$ cat src/psd_pkg.sv
package psd_pkg;

  localparam int FRAC_BITS = 16;
  localparam int DIST_BITS = 33;

  // Control bits that travel with each word through the pipeline
  typedef struct packed {
    logic valid;
    logic degen;
  } psd_ctl_t;

endpackage

$ cat src/psd_sqrt.sv
// Pipelined integer square root: one result bit per stage, RW stages.
// Remainder form: no multiplier, one add and compare per stage.
module psd_sqrt
  import psd_pkg::*;
#(
  parameter int SW = 72,
  parameter int PW = 1
) (
  input  logic          clk_i,
  input  logic          rst_ni,
  input  logic          en_i,
  input  logic          valid_i,
  input  logic [SW-1:0] sq_i,
  input  logic [PW-1:0] pay_i,
  output logic          valid_o,
  output logic [SW/2-1:0] root_o,
  output logic [PW-1:0] pay_o
);

  localparam int RW = SW / 2;

  logic [RW:0]   v_q;
  logic [SW-1:0] x_q [RW+1];
  logic [RW+1:0] rem_q [RW+1];
  logic [RW-1:0] rt_q [RW+1];
  logic [PW-1:0] p_q [RW+1];

  always_comb begin
    v_q[0]   = valid_i;
    x_q[0]   = sq_i;
    rem_q[0] = '0;
    rt_q[0]  = '0;
    p_q[0]   = pay_i;
  end

  for (genvar s = 0; s < RW; s++) begin : g_stage
    logic [RW+3:0] tr;
    logic [RW+3:0] tc;
    logic          ok;
    assign tr = {rem_q[s], x_q[s][SW-1:SW-2]};
    assign tc = {2'b00, rt_q[s], 2'b01};
    assign ok = tr >= tc;

    always_ff @(posedge clk_i or negedge rst_ni) begin
      if (!rst_ni) begin
        v_q[s+1] <= 1'b0;
      end else if (en_i) begin
        v_q[s+1] <= v_q[s];
      end
    end

    // Take two radicand bits, decide one root bit
    always_ff @(posedge clk_i) begin
      if (en_i) begin
        rem_q[s+1] <= ok ? (RW+2)'(tr - tc) : tr[RW+1:0];
        x_q[s+1]   <= {x_q[s][SW-3:0], 2'b00};
        rt_q[s+1]  <= {rt_q[s][RW-2:0], ok};
        p_q[s+1]   <= p_q[s];
      end
    end
  end

  assign valid_o = v_q[RW];
  assign root_o  = rt_q[RW];
  assign pay_o   = p_q[RW];

endmodule

$ cat config.mk
export PLATFORM = sky130hd
export DESIGN_NAME = psd_sqrt
export DESIGN_NICKNAME = d
export VERILOG_FILES = /design/src/psd_pkg.sv /design/src/psd_sqrt.sv
export SDC_FILE = /design/constraint.sdc
export NUM_CORES = 2
export LEC_CHECK = 0
export BUFFER_PORTS_ARGS = -buffer_cell sky130_fd_sc_hd__buf_2
export CAP_MARGIN = 15
export CORE_MARGIN = 2
export CORE_UTILIZATION = 40
export CTS_BUF_LIST = sky130_fd_sc_hd__clkbuf_4
export DETAILED_ROUTE_END_ITERATION = 10
export PLACE_DENSITY = 0.55
export SLEW_MARGIN = 10
export SYNTH_ARGS = -nofsm -noshare
export SYNTH_HDL_FRONTEND = slang
export SYNTH_SLANG_ARGS = --single-unit
$ cat constraint.sdc
create_clock -name clk_i -period 4.7 [get_ports clk_i]
set_clock_uncertainty 0.15 [all_clocks]
set_input_delay 0.47 -clock clk_i [delete_from_list [all_inputs] [get_ports clk_i]]
set_output_delay 0.47 -clock clk_i [all_outputs]
set_load 0.02 [all_outputs]
==> impl_metrics.ini <==
[floorplanning]
io_pins = 115
dieArea_sq_mm = 0.384
initial_core_util_pct = 40.1
die_w_um = 620
die_h_um = 620
core_area_sq_mm = 0.378
rows = 226

[logic_synthesis]
ys_async_sr_fraction_pct = 1.10
syn_nets = 12513
synth_area_sq_mm = 0.152
synth_warnings = 0
syn_inst = 11732
avgSynthCellArea_sq_um = 12.9
synth_edf_count = 3233
post-synth-top-area-fraction_pct = 64.0
synth_ff_type = edfxtp_1
synth_largest_area_cell = edfxtp_1
synth_cell_type_count = 92
yosysSeqAreaShare_pct = 64.6
synth_seq_cells = 3269
synth_area_leaders = edfxtp_1, ha_1, xnor2_1, xor2_1, a21oi_1

[sta]
relSlewSlack_pct = 36.8
setup_tns_ns = 0
fmax_mhz = 226
period_needed_ns = 4.42
finalHoldViolations = 0
rsz0062_at_grt = false
setup_viol = 0
worst_slew_pin_slew_ns = 0.938
fin_hold_ws_ns = 0.221
finalCritPeriodShare_pct = 93.9
report.final.slew_viol_count = 0

[drt]
wl_um = 333000
drt_iter0_drc = 6887
wl_per_cell_um = 17.9
vias = 95256
firstDrtPassIters = 5
drc = 0
ant_nets = 0
drt-vias-per-instance = 5.13

[clocking]
cts_tree = yes
clock-sinks = 3269
cts_buffer_depth = 4
numCtsBuffers = 858
clk_latency_ns = 1.58
ctsHoldBuffers = 231
post_cts_buffers = 0
clkTransAtPathRegs_ns = 0.06
clock-root-buffer = clkbuf_4
post_cts_resized = 0
htree_levels = 6

[place]
place_hpwl_um = 236000
io_buffers = 114
place_congestion = 0.888

[finish]
mostFrequentLayoutCells = edfxtp_1, clkbuf_4, inv_1
finalNetCount = 13659
syn_to_final_growth_pct = 13.9
layout_commonest_cell = edfxtp_1
fill_cells = 34171
drive_above_1_share_pct = 13.5

[worst_setup_path]
slowest_delay_ns = 0.56
path_cells = or3_1 > or4_4 > or4_1 > or3_1 > or4_1 > nand3_1 > nor3_2 > buf_4 > nor4_2 > buf_4 > nand3_1 > xnor2_1
critPathRequiredTime_ns = 5.84
critPathSlowestCell = or4_1
path_max_fanout = 19
crit_type = register to register
end_kind = register
start_kind = register
critical_path_arrival_ns = 5.56

[power]
total_leakage_power_nw = 66.4
p_per_area_mw_per_mm2 = 476
irDropWorstVdd_mv = 0.301

[global_routing]
grt_use_total_pct = 17.1
grt.overflow.total = 0
grt_max_degree = 127
grt_pass1_wl_um = 524000
grt_pass1_vias = 96018
antenna_found_initial = 11

[run]
cap_violations = 0

[outcome]
status = completed

[hold_path]
hold_path.class = register to register
[final timing paths]
check | from | endpoint | slack [ns] | cells after the start
max reg2reg | g_stage[7].tr[18]$_DFFE_PP_ | g_stage[8].tr[33]$_DFFE_PP_ | 0.28 | 12
min in group asynchronous | rst_ni | v_q[35]$_DFFE_PN0P_ | 0.36 | 5
min reg2reg | x_q[926]$_DFFE_PP_ | x_q[856]$_DFFE_PP_ | 0.22 | 0
max | g_stage[7].tr[18]$_DFFE_PP_ | g_stage[8].tr[33]$_DFFE_PP_ | 0.28 | 12
min | x_q[926]$_DFFE_PP_ | x_q[856]$_DFFE_PP_ | 0.22 | 0
max in group asynchronous | rst_ni | v_q[21]$_DFFE_PN0P_ | 3.84 | 5
[metal layers]
layer	wire (um)	global-route usage [%]	up-vias
met5	13	0	-
met4	10100	6.30	2
met3	15400	2.89	673
met2	166000	29.9	2400
met1	142000	21.2	45890
li1	-	-	46291
[stage by stage]
| step | cell area [sq um] | cells | total power, mW | utilization, % | setup slack [ns] |
|---|---|---|---|---|---|
| 2_1_floorplan | 152000 | 11732 | 52.3 | - | 0.766 |
| 3_3_place_gp | 160000 | 16803 | 58.0 | 42.2 | 0.317 |
| 3_5_place_dp | 160000 | 16803 | 58.3 | 42.2 | 0.290 |
| 4_1_cts | 173000 | 18552 | 83.5 | 45.7 | 0.269 |
| 5_1_grt | 173000 | 18553 | 87.5 | 45.7 | 0.0558 |
| 6_report | 173000 | 18567 | 82.2 | 45.7 | 0.285 |
[cell usage after synthesis (189+ instances only)]
library cell	number
a21o_1	279
a21oi_1	797
clkbuf_1	213
edfxtp_1	3233
ha_1	704
inv_1	872
nand2_1	795
nand3_1	189
nor2_1	752
nor3_1	282
o21ai_0	514
xnor2_1	585
xor2_1	516
[final cells by class]
cell class	instances	area (sq um)	area share [%]
antenna	15	37.5	0.0217
clock inverter	283	1570	0.909
inverter	882	3310	1.92
sequential	3269	98000	56.7
multi-input combinational	7352	49600	28.7
tap	5016	6280	3.63
timing repair buffer	515	4690	2.71
clock buffer	1235	9270	5.37
[cells by family after synthesis]
family / count (synthesis) / synth area share [%]
muxes: 152 / 1.12
other: 1 / 0.00247
DFF: 3269 / 64.6
buffers and inverters: 1111 / 2.75
and+or+nand+nor: 3061 / 9.95
adders and majority gates: 704 / 5.81
AOI/OAI and AO/OA: 2333 / 9.38
xor gates and xnor gates: 1101 / 6.36
[where the power goes]
group	switching (mW)	internal (mW)	total, mW	leakage [nW]
Clock	11.8	12.5	24.3	6.41
Combinational	10.6	7.73	18.3	28.3
Sequential	2.56	37.0	39.6	31.6
Total	25.0	57.2	82.2	66.4
[worst max-delay path: cells and delay by family, from the launching register on]
kind / cells / cell delay [ns]
buf+inv: 2 / 0.43
xor+xnor: 1 / 0.14
simple gates: 9 / 3.02
flops: 1 / 0.41
[flip-flops by register name (all words and copies together) (netlist names)]
| name | cells |
|---|---|
| pay_o | 1 |
| g_stage.tr | 1341 |
| x_q | 1190 |
| root_o | 36 |
| valid_o | 1 |
| v_q | 35 |
| p_q | 35 |
| g_stage.tc | 630 |
Note: power is estimated with default switching activity, not from simulation.
