--- src/psd_pkg.sv ---
package psd_pkg;

  localparam int FRAC_BITS = 16;
  localparam int DIST_BITS = 33;

  // Control bits that travel with each word through the pipeline
  typedef struct packed {
    logic valid;
    logic degen;
  } psd_ctl_t;

endpackage

--- src/psd_div.sv ---
// Pipelined restoring divider: one quotient bit per stage, FRAC_BITS stages.
// Expects 0 < num < den. Carries residual payload alongside.
module psd_div
  import psd_pkg::*;
#(
  parameter int NW = 34,
  parameter int PW = 8
) (
  input  logic                 clk_i,
  input  logic                 rst_ni,
  input  logic                 en_i,
  input  logic                 valid_i,
  input  logic [NW-1:0]        num_i,
  input  logic [NW-1:0]        den_i,
  input  logic [PW-1:0]        pay_i,
  output logic                 valid_o,
  output logic [FRAC_BITS-1:0] quo_o,
  output logic [PW-1:0]        pay_o
);

  logic [FRAC_BITS:0]      v_q;
  logic [NW:0]             r_q [FRAC_BITS+1];
  logic [NW-1:0]           d_q [FRAC_BITS+1];
  logic [FRAC_BITS-1:0]    q_q [FRAC_BITS+1];
  logic [PW-1:0]           p_q [FRAC_BITS+1];

  always_comb begin
    v_q[0] = valid_i;
    r_q[0] = {1'b0, num_i};
    d_q[0] = den_i;
    q_q[0] = '0;
    p_q[0] = pay_i;
  end

  for (genvar s = 0; s < FRAC_BITS; s++) begin : g_stage
    logic [NW+1:0] sh;
    logic          ge;
    assign sh = {r_q[s], 1'b0};
    assign ge = sh >= {2'b00, d_q[s]};

    // Advance one quotient bit
    always_ff @(posedge clk_i or negedge rst_ni) begin
      if (!rst_ni) begin
        v_q[s+1] <= 1'b0;
      end else if (en_i) begin
        v_q[s+1] <= v_q[s];
      end
    end

    always_ff @(posedge clk_i) begin
      if (en_i) begin
        r_q[s+1] <= ge ? (NW+1)'(sh - {2'b00, d_q[s]}) : sh[NW:0];
        d_q[s+1] <= d_q[s];
        q_q[s+1] <= {q_q[s][FRAC_BITS-2:0], ge};
        p_q[s+1] <= p_q[s];
      end
    end
  end

  assign valid_o = v_q[FRAC_BITS];
  assign quo_o   = q_q[FRAC_BITS];
  assign pay_o   = p_q[FRAC_BITS];

endmodule

--- config.mk ---
export PLATFORM = sky130hd
export DESIGN_NAME = psd_div
export DESIGN_NICKNAME = d
export VERILOG_FILES = /design/src/psd_pkg.sv /design/src/psd_div.sv
export SDC_FILE = /design/constraint.sdc
export NUM_CORES = 2
export LEC_CHECK = 0
export BUFFER_PORTS_ARGS = -buffer_cell sky130_fd_sc_hd__buf_2
export CORE_MARGIN = 1
export CORE_UTILIZATION = 64
export DETAILED_ROUTE_END_ITERATION = 10
export MAX_ROUTING_LAYER = met4
export PLACE_DENSITY_LB_ADDON = 0.2
export SLEW_MARGIN = 40
export SYNTH_ARGS = -nofsm -noshare
export SYNTH_HDL_FRONTEND = slang
export SYNTH_SLANG_ARGS = --single-unit
--- constraint.sdc ---
create_clock -name clk_i -period 4.6 [get_ports clk_i]
set_clock_uncertainty 0.05 [all_clocks]
set_input_delay 0.92 -clock clk_i [delete_from_list [all_inputs] [get_ports clk_i]]
set_output_delay 0.92 -clock clk_i [all_outputs]
set_load 0.005 [all_outputs]
==> flow_summary.json <==
{
  "vias_per_cell": 6.01,
  "die_area_sq_um": 118000,
  "dp_slack_ns": 0.174,
  "crit_path_start_kind": "flop",
  "io_buffers": 104,
  "r2r_cells": 12,
  "cts_inserted_buffers": 142,
  "grt_max_degree": 121,
  "dp_hpwl_mm": 126,
  "post_cts_resized": 0,
  "cp-end-kind": "flop",
  "slew_headroom": 0.393,
  "final_area_sq_um": 82000,
  "finalPower_mw": 55.9,
  "ys.flop_type": "edfxtp_1",
  "status": "finished, final reports clean",
  "cp_data_arrival_time_ns": 4.64,
  "timing.fmax_mhz": 238,
  "synth.most_common_cell": "edfxtp_1",
  "core-area_sq_um": 115000,
  "crit_required_ns": 5.04,
  "clockBufferDepth": 3,
  "path_clk_slew_ns": 0.06,
  "path_buf_inv": 2,
  "ant_nets": 0,
  "maxCapViolCount": 0,
  "num_rows": 124,
  "antenna_found_initial": 0,
  "worst_pin_slew_ns": 0.901,
  "die_w_um": 343,
  "clock-sinks": 1315,
  "drive_gt1_frac": 0.0824,
  "diodes": 0,
  "path_cells": "inv_1 -> fa_1 -> a21oi_1 -> o21ai_1 -> a2111oi_4 -> nor4_2 -> o31ai_2 -> o41ai_1 -> o22ai_4 -> buf_4 -> nor2_1 -> mux2_2",
  "drt_wl_total_mm": 168,
  "setup_slack_ns": 0.394,
  "io-pin-count": 105,
  "final_nets": 7612,
  "synth_cells": 6786,
  "gr-total-overflow": 0,
  "cp.depth": 12,
  "worstSetupPathType": "reg2reg",
  "cts_root_buffer": "clkbuf_16",
  "power_density_nw_per_um2": 682,
  "power.leakage_nw": 33.8,
  "postSynth.asyncResetShare": 0.0122,
  "hold_path_class": "in2reg",
  "critical_path.reg2reg.endpoint": "g_stage[12].sh[35]$_DFFE_PP_",
  "yosysTopAreaCellShare": 0.524,
  "rsz0062_at_grt": "no",
  "synth_seq_cells": 1315,
  "start_util": 0.648,
  "crit_family": "compound AO/OA/AOI/OAI gates",
  "seq_area_frac_synth": 0.529,
  "vias": 51700,
  "crit_slowest_cell": "a2111oi_4",
  "ys_top_cells_by_count": "edfxtp_1, inv_1, a21oi_1, nand2_1, ha_1",
  "cts_tree": "yes",
  "r2r_slack_ns": 0.39,
  "insertion_delay_ns": 0.75,
  "die_h_um": 343,
  "placed_cell_area_sq_um": 77300,
  "cp-endpoint": "g_stage[12].sh[35]$_DFFE_PP_",
  "peakVddDrop_v": 0.000413,
  "fin_setup_tns_ns": 0,
  "grt_pass1_wl_mm": 264,
  "drcViolationCount": 0,
  "grt_pass1_vias": 53400,
  "synth.area.top_cells": "edfxtp_1, ha_1, a21oi_1",
  "setup_viol": 0,
  "synth_edf_count": 1299,
  "postLayoutCoreUtil": 0.714,
  "period_minus_slack_ns": 4.21,
  "first_pass_iters": 7,
  "grt_use_total": 0.293,
  "gp_congestion": 1.01,
  "area_growth_pct": 10.1,
  "synth_area_per_cell_sq_um": 11.0,
  "cts-htree-levels": 4,
  "crit_start": "d_q[170]$_DFFE_PP_",
  "hold_viol_final": 0,
  "path_max_fanout": 15,
  "finalCritPeriodShare": 0.914,
  "drt_iter0_drc": 3374,
  "yosysWarnings": 0,
  "yosys.cell_types.count": 101,
  "synth_top_area_cell": "edfxtp_1",
  "detail_route.wl_per_cell_um": 19.5,
  "syn_area_sq_um": 74500,
  "drv_slew": 0,
  "reg2reg_from": "d_q[170]$_DFFE_PP_",
  "cp_slowest_stage_delay_ns": 0.53,
  "syn_nets": 7424
}
## power by group
group	total, mW	switching, mW	leakage, nW	internal (mW)
clock	11.3	4.68	2.26	6.65
sequential	19.3	1.56	12.9	17.7
combinational	25.3	14.8	18.7	10.5
total	55.9	21.0	33.8	34.9
## registers in the layout, summed over array words and instances (netlist names)
signal      count
v_q            15
p_q           120
q_q           120
valid_o         1
g_stage.sh    525
pay_o           8
d_q           510
quo_o          16
## how the worst min path moves through the flow
stage / start / endpoint / depth (start not counted)
after floorplan: p_q[108]$_DFFE_PP_ / p_q[100]$_DFFE_PP_ / 0
after global placement: q_q[56]$_DFFE_PP_ / q_q[41]$_DFFE_PP_ / 0
after detailed placement: p_q[112]$_DFFE_PP_ / p_q[104]$_DFFE_PP_ / 0
after CTS: pay_i[2] / p_q[122]$_DFFE_PP_ / 1
after global routing: pay_i[0] / p_q[120]$_DFFE_PP_ / 1
final: pay_i[0] / p_q[120]$_DFFE_PP_ / 1
## placed cells by master (no fill, tap or decap), types with 84 or more instances in the layout
cell       Yosys  routed
nand2_1      547     546
xnor2_1      260     260
buf_4         33      90
edfxtp_1    1299    1299
buf_2         15     103
nor3_1        97      97
nor2_1       391     391
xor2_1       181     181
ha_1         543     543
clkbuf_16      0     144
a21oi_1      577     576
o21ai_0      501     501
a21o_1       279     278
nand3_1      102     102
inv_1        715     715
mux2_2        84      84
## per-layer routing
metal | share of wire | GRT usage | up-vias
met5 | 0 | - | -
met4 | 0.071 | 0.199 | 0
met3 | 0.033 | 0.0308 | 625
met2 | 0.56 | 0.574 | 1552
met1 | 0.33 | 0.258 | 24400
li1 | - | - | 25100
## through the flow
stage | hold slack (ns) | std cells
detailed placement | 0.355 | 8340
global route | 0.259 | 8602
finish | 0.293 | 8602
global placement | 0.350 | 8340
CTS | 0.240 | 8601
floorplan | 0.350 | 6786
## worst reg2reg max path, stage by stage, from the launching register on
cell and delay [ns]:
edfxtp_1 0.43, inv_1 0.13, fa_1 0.47, a21oi_1 0.26, o21ai_1 0.20, a2111oi_4 0.53, nor4_2 0.13, o31ai_2 0.51
o41ai_1 0.25, o22ai_4 0.38, buf_4 0.28, nor2_1 0.06, mux2_2 0.26
## area by class of cell
| cell class | count | area [sq um] |
|---|---|---|
| Clock buffer | 178 | 3780 |
| Fill cell | 7829 | 32800 |
| Clock inverter | 82 | 856 |
| Multi-Input combinational cell | 4573 | 31600 |
| Timing Repair Buffer | 223 | 1790 |
| Sequential cell | 1315 | 39400 |
| Inverter | 719 | 2700 |
| Tap cell | 1512 | 1890 |
## cell families after synthesis
| logic type | count (synthesis) | synth area share |
|---|---|---|
| fa+ha+maj | 558 | 0.0953 |
| compound gates | 1893 | 0.159 |
| mux | 122 | 0.0183 |
| xor+xnor | 441 | 0.0519 |
| flops | 1315 | 0.529 |
| buf+inv | 898 | 0.0479 |
| simple gates | 1559 | 0.0979 |
## repair_timing
action                     CTS  global route
setup buffers                0             0
hold buffers                 1             0
setup endpoints to repair    0             0
hold endpoints to repair    16             0
No activity file was read; power rests on OpenSTA's default activity.
